`src/rtl/core/tnh_ram.sv`:
```
// single-port-write, registered-read counter memory
`default_nettype none

module tnh_ram #(
  parameter int Depth = 3,
  parameter int Width = 32
) (
  input  logic                     clk_i,
  input  logic                     we_i,
  input  logic [$clog2(Depth)-1:0] waddr_i,
  input  logic [Width-1:0]         wdata_i,
  input  logic                     re_i,
  input  logic [$clog2(Depth)-1:0] raddr_i,
  output logic [Width-1:0]         rdata_o
);

  logic [Width-1:0] mem_q [Depth];
  logic [Width-1:0] rdata_q;

  always_ff @(posedge clk_i) begin
    if (we_i) begin
      mem_q[waddr_i] <= wdata_i;
    end
  end

  always_ff @(posedge clk_i) begin
    if (re_i) begin
      rdata_q <= mem_q[raddr_i];
    end
  end

  assign rdata_o = rdata_q;

endmodule

`default_nettype wire

```
`config.mk`:
```
export PLATFORM = sky130hd
export DESIGN_NAME = tnh_ram
export DESIGN_NICKNAME = d
export VERILOG_FILES = /design/src/rtl/core/tnh_ram.sv
export SDC_FILE = /design/constraint.sdc
export NUM_CORES = 1
export LEC_CHECK = 0
export ABC_AREA = 1
export ABC_CLOCK_PERIOD_IN_PS = 5600
export BUFFER_PORTS_ARGS = -buffer_cell sky130_fd_sc_hd__buf_4
export CORE_MARGIN = 2
export CORE_UTILIZATION = 35
export DETAILED_ROUTE_END_ITERATION = 16
export SKIP_CTS_REPAIR_TIMING = 1
export SLEW_MARGIN = 10
export SYNTH_ARGS = -nofsm -noshare
export SYNTH_HDL_FRONTEND = slang
export SYNTH_SLANG_ARGS = --single-unit
```
`constraint.sdc`:
```
create_clock -name clk_i -period 5.6 [get_ports clk_i]
set_input_delay 0.28 -clock clk_i [delete_from_list [all_inputs] [get_ports clk_i]]
set_output_delay 0.28 -clock clk_i [all_outputs]
set_load 0.01 [all_outputs]
```
Yosys cells after proc, flatten, opt, wreduce, memory -nomap -nowiden

Memories as Yosys holds them, arrays and structs flattened. A register that Yosys moved wholly into a read port is not among the register bits.
Cells that the tools add are included.

Mux-type cells: 2

Operators by type and width:

| operator | number |
|---|---|
| $mux W1  | 2 |

Register bits: 0
RAM bits: 96
Logic and storage cells: 3
Memories kept: 1

Memories:

| memory | depth | bits a word | read ports | clocked after Yosys merged registers in | write ports | RTL line | RTL |
|---|---|---|---|---|---|---|---|
| mem_q  | 3     | 32          | 1          | 1                                       | 1           | 17       | `logic [Width-1:0] mem_q [Depth];` |

Depth between registers and ports, before layout

Gate-level depths: netlist (run 1).

Word-level depth: 2
Mapped depth: 6

Least setup slack after synthesis (run 1)

OpenSTA, ideal clock, no wires.

Path kind: input -> register
Start point: input port we_i
End point: memory mem_q[1][0] (enable)
Library setup time: 0.468 ns
Arrival: 2.702 ns
Data required time: 5.132 ns
Setup slack: 2.430 ns
Stages on the path: 2
Path buffers: 0
Path through: inv_1 -> nor3b_1

Cells in the longest elaborated chain, start to end: 2

RTL lines:

| what                          | RTL line | RTL |
|---|---|---|
| start: declaration            | 9        | `input logic we_i,` |
| $mux W1                       | 21       | `if (we_i) begin` |
| $mux W1 (not written as such) | 22       | `mem_q[waddr_i] <= wdata_i;` |
| end: declaration              | 17       |  |

No other way between the ends.

==> results.toml, run 1 <==
[run_status]
status = "completed"

[power_and_ir_drop]
power_density_nw_per_um2 = 390
clkPwrFrac = 0.477
p_switching_uw = 472
internal_power_uw = 1950
ir_drop_uv = 240
power_frac_seq = 0.466
switching_share = 0.195
power.leakage_uw = 0.00263
finalPower_uw = 2420
comb_power_share = 0.057

[clock_tree]
clk_path_buf_depth = 2
cts_max_level = 4
cts_tree = "built"
insertion_delay_ns = 0.41
root_buffer = "clkbuf_16"
tritoncts.num_buffers = 17
clk_pin_slew_worst_paths_ns = 0.05
cts_sinks = 128

[grt]
grt_pass1_wl_mm = 14.5
grt_max_degree = 34
grt_overflow = 0
first_global_vias = 2805
antenna_found_initial = 0
grt_util_all_layers = 0.134

[setup_path]
cp.required_ns = 5.75
crit_chain = "buf_4 > clkinv_2 > nand3_1 > nand2_1"
cp_max_fo = 33
slowest_stage = "clkinv_2"
criticalPathCategory = "in -> reg"
cp.arrival_ns = 1.50
rr_worst_depth = 4
max_stage_delay_ns = 0.54
cp-end-kind = "register"
worstSetupStartpointType = "primary input"

[final_layout]
final_nets = 489
final_layout_size_suffix_gt1_frac = 0.273
area_delta_synth_final_pct = 25.8
ff_latch_area_sq_um = 3840
nFillCells = 1205
num_antenna_cells = 0
multi_input_area_sq_um = 728

[floorplanning]
coreArea_sq_um = 13800
die_width_um = 123
io_pins = 71
die-area_sq_um = 15100
initial_utilization = 0.358
rows = 43
die_h_um = 123

[logic_synthesis]
yosysMostFrequentCell = "edfxtp_1"
synthFlopType = "edfxtp_1"
synth.distinct_cells = 14
async_reset_ff_frac = 0
syn-num-nets = 412
synth_area_sq_um = 4940
syn_inst = 373
synthTopCellsByArea = "edfxtp_1, nand2_1, inv_1"
synth_commonest_cells = "edfxtp_1, nand2_1, inv_1, nand3_1, nand2_2"
yosysWarnings = 0
synth_top_area_share = 0.778
syn_area_per_cell_sq_um = 13.3
synth_seq_area_share = 0.778
synth_edf_count = 128
synth-seq-cells = 128
synth_top_area_cell = "edfxtp_1"

[sta]
fmax_ghz = 0.739
tns_ns = 0
setup_viol = 0
max_slew.worst_pin.slew_ns = 1.05
fin_crit_sh = 0.242
max_slew_margin = 0.300
post-route-min-period_ns = 1.35
slew_viol_final = 0
hold_violations = 0
rsz0062_at_grt = "no"
clock_skew_ns = 0.00657

[routing]
drt-initial-drc-count = 167
dr.pass1.iters = 4
num_vias = 2779
drt_wl_total_mm = 9.37
drc_errors = 0
wl_per_cell_um = 14.6
vias_per_cell = 4.33
final_antenna_net_count = 0

[place]
io_buffer_count = 70
gp_congestion = 0.632
dp_hpwl_mm = 5.18

[min_path]
hold_class = "in -> reg"
hold_path_depth = 1

[flow_run]
maxCapViolCount = 0
==> flip-flops by register name, summed over array words and instances (netlist names) <==
register and count:
mem_q 96, rdata_o 32
==> layout make-up <==
type / instances / area share
Clock buffer: 18 / 0.0690
Clock inverter: 13 / 0.0312
Inverter: 67 / 0.0414
Multi-Input combinational cell: 164 / 0.117
Sequential cell: 128 / 0.618
Tap cell: 180 / 0.0362
Timing Repair Buffer: 72 / 0.0869
==> kinds of logic (layout without fill, tap and decap cells) <==
kind of cell  count (synthesis)  in the layout  synth area share
simple gates                164            164             0.144
buf+inv                      81            170            0.0787
flops                       128            128             0.778
==> per-stage QoR <==
step | hold slack (ns) | instance area [sq um] | util | std cells | setup WS [ns]
after floorplan | 0.379 | 4940 | - | 373 | 2.43
after global routing | 0.0405 | 6220 | 0.450 | 642 | 4.12
after detailed placement | 0.474 | 5600 | 0.405 | 611 | 3.76
after CTS | 0.0446 | 6220 | 0.450 | 642 | 4.21
final | 0.0600 | 6220 | 0.450 | 642 | 4.25
after global placement | 0.471 | 5600 | 0.405 | 611 | 3.76
==> cell usage in the layout (no fill, tap or decap), drive strengths merged <==
cell and n:
nand2 129, edfxtp 128, buf 72, inv 66, nand3 32, clkbuf 18
clkinv 7, bufinv 5, clkinvlp 2, nor3 1, nor2 1, nor3b 1
==> power groups by stage <==
stage	logic (uW)	registers [uW]	clock network, uW
after floorplan	64.0	1150	0
after global placement	139	1150	0
after detailed placement	143	1150	0
after CTS	143	1130	1180
after global routing	156	1130	1220
final	139	1130	1150
==> worst max-delay path: cells and delay by family <==
family | cells | cell delay (ns)
and+or+nand+nor | 2 | 0.33
buffers and inverters | 2 | 0.87
==> final timing paths <==
| kind | slack, ns | startpoint | end |
|---|---|---|---|
| worst max register to register | 4.70 | mem_q[1][6]$_DFFE_PP_ | rdata_o[6]$_DFFE_PP_ |
| worst max-delay path | 4.25 | raddr_i[1] | rdata_o[27]$_DFFE_PP_ |
| worst min-delay path | 0.06 | wdata_i[4] | mem_q[0][4]$_DFFE_PP_ |
| worst min register to register | 0.51 | mem_q[2][15]$_DFFE_PP_ | rdata_o[15]$_DFFE_PP_ |
==> per-layer routing <==
metal,share of wire,global-route usage
met1,0.42,0.157
met4,0.012,0.0453
met3,0.071,0.0539
met5,0,0
met2,0.50,0.224
Power figures use the tool's default switching activity.
==> inputs of run 2 (changes only) <==
- ABC_AREA: 1 -> 0
- ABC_CLOCK_PERIOD_IN_PS: 5600 -> 1400
- clock period: 5.6 -> 1.4 ns (I/O delays scaled with it)
==> results.toml, run 2 <==
[sta]
max_slew.worst_pin.slew_ns = 0.494
holdWs_ns = 0.160
clock_skew_ns = 0.00517
setup_viol = 0
fin_crit_sh = 0.747
fmax_ghz = 0.956
slew_viol_final = 0
hold_violations = 0
setup_slack_ns = 0.354
tns_ns = 0
rsz0062_at_grt = "no"
post-route-min-period_ns = 1.05
max_slew_margin = 0.671

[logic_synthesis]
synth_top_family_by_area = "multiplexers"
synthFlopType = "edfxtp_1"
synth_commonest_cells = "edfxtp_1, mux2i_1, nand2_1, o21ai_1, buf_2"
syn_area_per_cell_sq_um = 19.3
yosysWarnings = 0
synthAdderAreaFrac = 0
synth-seq-cells = 128
synth_top_area_share = 0.839
async_reset_ff_frac = 0
yosys.area_share.xor_xnor = 0
synth_area_sq_um = 4580
synth_seq_area_share = 0.839
synth_top_area_cell = "edfxtp_1"
synth_edf_count = 128
synthTopCellsByArea = "edfxtp_1, mux2i_1, o21ai_1"
synth.distinct_cells = 11
yosysMostFrequentCell = "edfxtp_1"
muxShareOfSynthArea = 0.0699
syn_inst = 238
syn-num-nets = 277
synth-compound-area-share = 0.0366
synth-simple-area-share = 0.0317

[place]
gp_congestion = 0.656
io_buffer_count = 70
place_ws_ns = 0.313
dp_hpwl_mm = 4.52

[setup_path]
crit_buf_inv = 1
cp-end-kind = "output port"
criticalPathCategory = "reg -> out"
cp.arrival_ns = 0.98
crit_chain = "buf_4"
max_stage_delay_ns = 0.41
crit_start = "rdata_o[14]$_DFFE_PP_"
worstSetupStartpointType = "register"
crit_family = "flip-flops"
cp_max_fo = 1
r2r_start = "mem_q[1][7]$_DFFE_PP_"
slowest_stage = "edfxtp_1"
cp.required_ns = 1.33

[final_layout]
final_common_cell = "edfxtp_1"
utilization = 0.493
final_cell_mix = "edfxtp_1, buf_4, mux2i_1, nand2_1, dlygate4sd3_1"
final_layout_size_suffix_gt1_frac = 0.297
num_antenna_cells = 0
final_nets = 393
largest_register = "mem_q"
area_delta_synth_final_pct = 36.9
largest_register_ffs = 96

[routing]
num_vias = 2359
wl_per_cell_um = 14.9
dr.pass1.iters = 4
drc_errors = 0
final_antenna_net_count = 0
vias_per_cell = 4.38
drt-initial-drc-count = 123
drt_wl_total_mm = 8.04

[floorplanning]
die_h_um = 118
die-area_sq_um = 14000
coreArea_sq_um = 12700
die_width_um = 118
rows = 41
io_pins = 71
initial_utilization = 0.360

[clock_tree]
tritoncts.num_buffers = 17
clk_path_buf_depth = 2
insertion_delay_ns = 0.40
cts_tree = "built"
root_buffer = "clkbuf_16"
clk_pin_slew_worst_paths_ns = 0.05
cts_sinks = 128
cts_max_level = 4

[power_and_ir_drop]
power.leakage_uw = 0.00234
power_density_nw_per_um2 = 1520
ir_drop_uv = 734

[run_status]
status = "completed"

[min_path]
hp-start = "re_i"
hold_class = "in -> reg"

[flow_run]
maxCapViolCount = 0

[grt]
antenna_found_initial = 0
grt_pass1_wl_mm = 12.4
grt_max_degree = 41
grt_util_all_layers = 0.121
grt_overflow = 0
first_global_vias = 2393
==> run 2: cell families after synthesis <==
kind of cell / after synthesis
buffers and inverters: 11
AOI/OAI and AO/OA: 32
DFF: 128
muxes: 32
and+or+nand+nor: 35
==> run 2: path summary, 6_finish.rpt <==
kind | depth (start not counted) | endpoint | slack [ns]
max | 1 | rdata_o[14] | 0.35
max reg2reg | 2 | rdata_o[7]$_DFFE_PP_ | 0.52
min | 1 | rdata_o[2]$_DFFE_PP_ | 0.16
min reg2reg | 2 | rdata_o[31]$_DFFE_PP_ | 0.52
==> run 2: where the power goes <==
part	leakage (uW)	internal [uW]	total [uW]	switching, uW
registers	0.00120	4460	4510	51.5
logic	0.000849	303	582	279
clock network	0.000287	2960	4460	1500
total	0.00234	7720	9550	1830
==> run 2: stage by stage <==
| stage | cell area (sq um) | std cells | power [uW] |
|---|---|---|---|
| finish | 6270 | 539 | 9550 |
| global route | 6270 | 539 | 9900 |
| CTS | 5950 | 507 | 9590 |
| detailed placement | 5350 | 475 | 5110 |
| global placement | 5350 | 475 | 5090 |
| floorplan | 4590 | 238 | 4820 |
==> run 2: layout make-up <==
type                            instances  area [sq um]
Clock inverter                         12           166
Clock buffer                           20           437
Tap cell                              172           215
Sequential cell                       128          3840
Multi-Input combinational cell         99           647
Timing Repair Buffer                  108           966
Fill cell                            1114          6450
==> run 2: worst register-to-register path, stage by stage (launching register included) <==
cell and delay [ns]:
edfxtp_1 0.37, mux2i_1 0.20, o21ai_2 0.06
==> run 2: per-layer routing <==
layer  track usage  vias to the layer above  part of all wire
li1              -                     1147                 -
met1         0.128                     1143              0.39
met2         0.205                       63              0.53
met3        0.0671                        6             0.072
met4        0.0402                        0            0.0078
met5             0                        -                 0
==> inputs of run 3 (changes only) <==
- ABC_AREA: 0 -> 1
- ABC_CLOCK_PERIOD_IN_PS: 1400 -> 1000
- clock period: 1.4 -> 1 ns (I/O delays scaled with it)
==> results.toml, run 3 (same netlist as run 1, synthesis figures left out) <==
[run_status]
status = "finished, violations left"
violations = "negative setup slack"

[grt]
grt_overflow = 0
grt_max_degree = 33
antenna_found_initial = 0
first_global_vias = 2792
grt_util_all_layers = 0.129
grt_pass1_wl_mm = 14.0

[final_layout]
nFillCells = 1167
multi_input_area_sq_um = 748
num_antenna_cells = 0
area_delta_synth_final_pct = 37.4
largest_register_ffs = 96
final_area_sq_um = 6790
final_layout_size_suffix_gt1_frac = 0.274
utilization = 0.491
largest_register = "mem_q"
ff_latch_area_sq_um = 3840
fin_cells = 684
final_common_cell = "edfxtp_1"
final_nets = 530
final_cell_mix = "edfxtp_1, nand2_1, inv_1"

[routing]
drc_errors = 0
wl_per_cell_um = 13.5
drt_wl_total_mm = 9.23
drt-initial-drc-count = 203
dr.pass1.iters = 4
final_antenna_net_count = 0
vias_per_cell = 4.18
num_vias = 2856

[floorplanning]
die_h_um = 123
coreArea_sq_um = 13800
rows = 43
die_width_um = 123
die-area_sq_um = 15100
io_pins = 71
initial_utilization = 0.358

[setup_path]
slowest_stage = "edfxtp_1"
max_stage_delay_ns = 0.43
cp.arrival_ns = 0.98
crit_chain = "buf_6"
crit_family = "flip-flops"
timing.rr.end = "rdata_o[1]$_DFFE_PP_"
cp_max_fo = 1
ff2ff_setup_slack_ns = 0.10
worstSetupStartpointType = "register"
cp.required_ns = 0.95
path_depth = 1
crit_buf_inv = 1
r2r_start = "mem_q[0][1]$_DFFE_PP_"
cp-end-kind = "output port"
criticalPathCategory = "reg -> out"
rr_worst_depth = 4

[sta]
slew_viol_final = 0
fin_crit_sh = 1.03
setup_slack_ns = -0.0315
clock_skew_ns = 0.00509
rsz0062_at_grt = "yes"
hold_violations = 0
post-route-min-period_ns = 1.03
max_slew.worst_pin.slew_ns = 0.344
setup_viol = 5
max_slew_margin = 0.771
tns_ns = -0.0969
fmax_ghz = 0.969

[clock_tree]
root_buffer = "clkbuf_16"
cts_sinks = 128
tritoncts.num_buffers = 17
clk_pin_slew_worst_paths_ns = 0.06
cts_max_level = 4
clk_path_buf_depth = 2
insertion_delay_ns = 0.41
cts_tree = "built"

[place]
io_buffer_count = 70
gp_congestion = 0.674
dp_hpwl_mm = 5.44
placed_cells_incl_taps = 620
dpl_cell_area_sq_um = 5760

[min_path]
hold_path_depth = 2
hold_class = "in -> reg"
hp-start = "re_i"
whs_endpoint = "rdata_o[22]$_DFFE_PP_"

[power_and_ir_drop]
finalPower_uw = 13900
power_density_nw_per_um2 = 2050
power.leakage_uw = 0.00288
ir_drop_uv = 1350

[flow_run]
maxCapViolCount = 0
## run 3: cell count changes in the layout (fill, tap and decap cells not counted), moves of 3 or more
cell and change:
buf_6 +20, buf_4 -15, nand2_2 +20, nand3_1 +32, inv_1 +65, o21ai_1 -28, nand2_1 +76, clkbuf_1 -3
mux2i_1 -32
## run 3: report_power, final
group	leakage, uW	switching, uW	internal [uW]
registers	0.00120	87.2	6240
clock network	0.000310	2220	4400
logic	0.00137	493	481
## run 3: metrics by stage
stage	setup WS [ns]	hold slack [ns]
6_report	-0.0315	0.109
3_3_place_gp	-0.00348	0.244
2_1_floorplan	-0.417	0.149
3_5_place_dp	-0.0218	0.246
5_1_grt	-0.0603	0.127
4_1_cts	-0.0660	-0.182
## run 3: final cells by class
| type | instances | share of cell area |
|---|---|---|
| Clock buffer | 17 | 0.0626 |
| Tap cell | 180 | 0.0331 |
| Timing Repair Buffer | 113 | 0.159 |
| Inverter | 67 | 0.0379 |
| Multi-Input combinational cell | 164 | 0.110 |
| Sequential cell | 128 | 0.566 |
| Clock inverter | 15 | 0.0317 |
## run 3: how the worst max path moves through the flow
stage / start / to / slack (ns)
floorplan: we_i / mem_q[1][0]$_DFFE_PP_ / -0.42
global placement: we_i / mem_q[1][22]$_DFFE_PP_ / -0.003
detailed placement: we_i / mem_q[1][22]$_DFFE_PP_ / -0.02
CTS: rdata_o[30]$_DFFE_PP_ / rdata_o[30] / -0.07
global route: rdata_o[12]$_DFFE_PP_ / rdata_o[12] / -0.06
finish: rdata_o[29]$_DFFE_PP_ / rdata_o[29] / -0.03
## run 3: metal layers
layer / routed length [um] / track usage / vias up / share of wire
met4: 124 / 0.0539 / 0 / 0.013
li1: - / - / 1452 / -
met3: 395 / 0.0390 / 12 / 0.043
met2: 4520 / 0.206 / 64 / 0.49
met5: 0 / 0 / - / 0
met1: 4190 / 0.162 / 1328 / 0.45
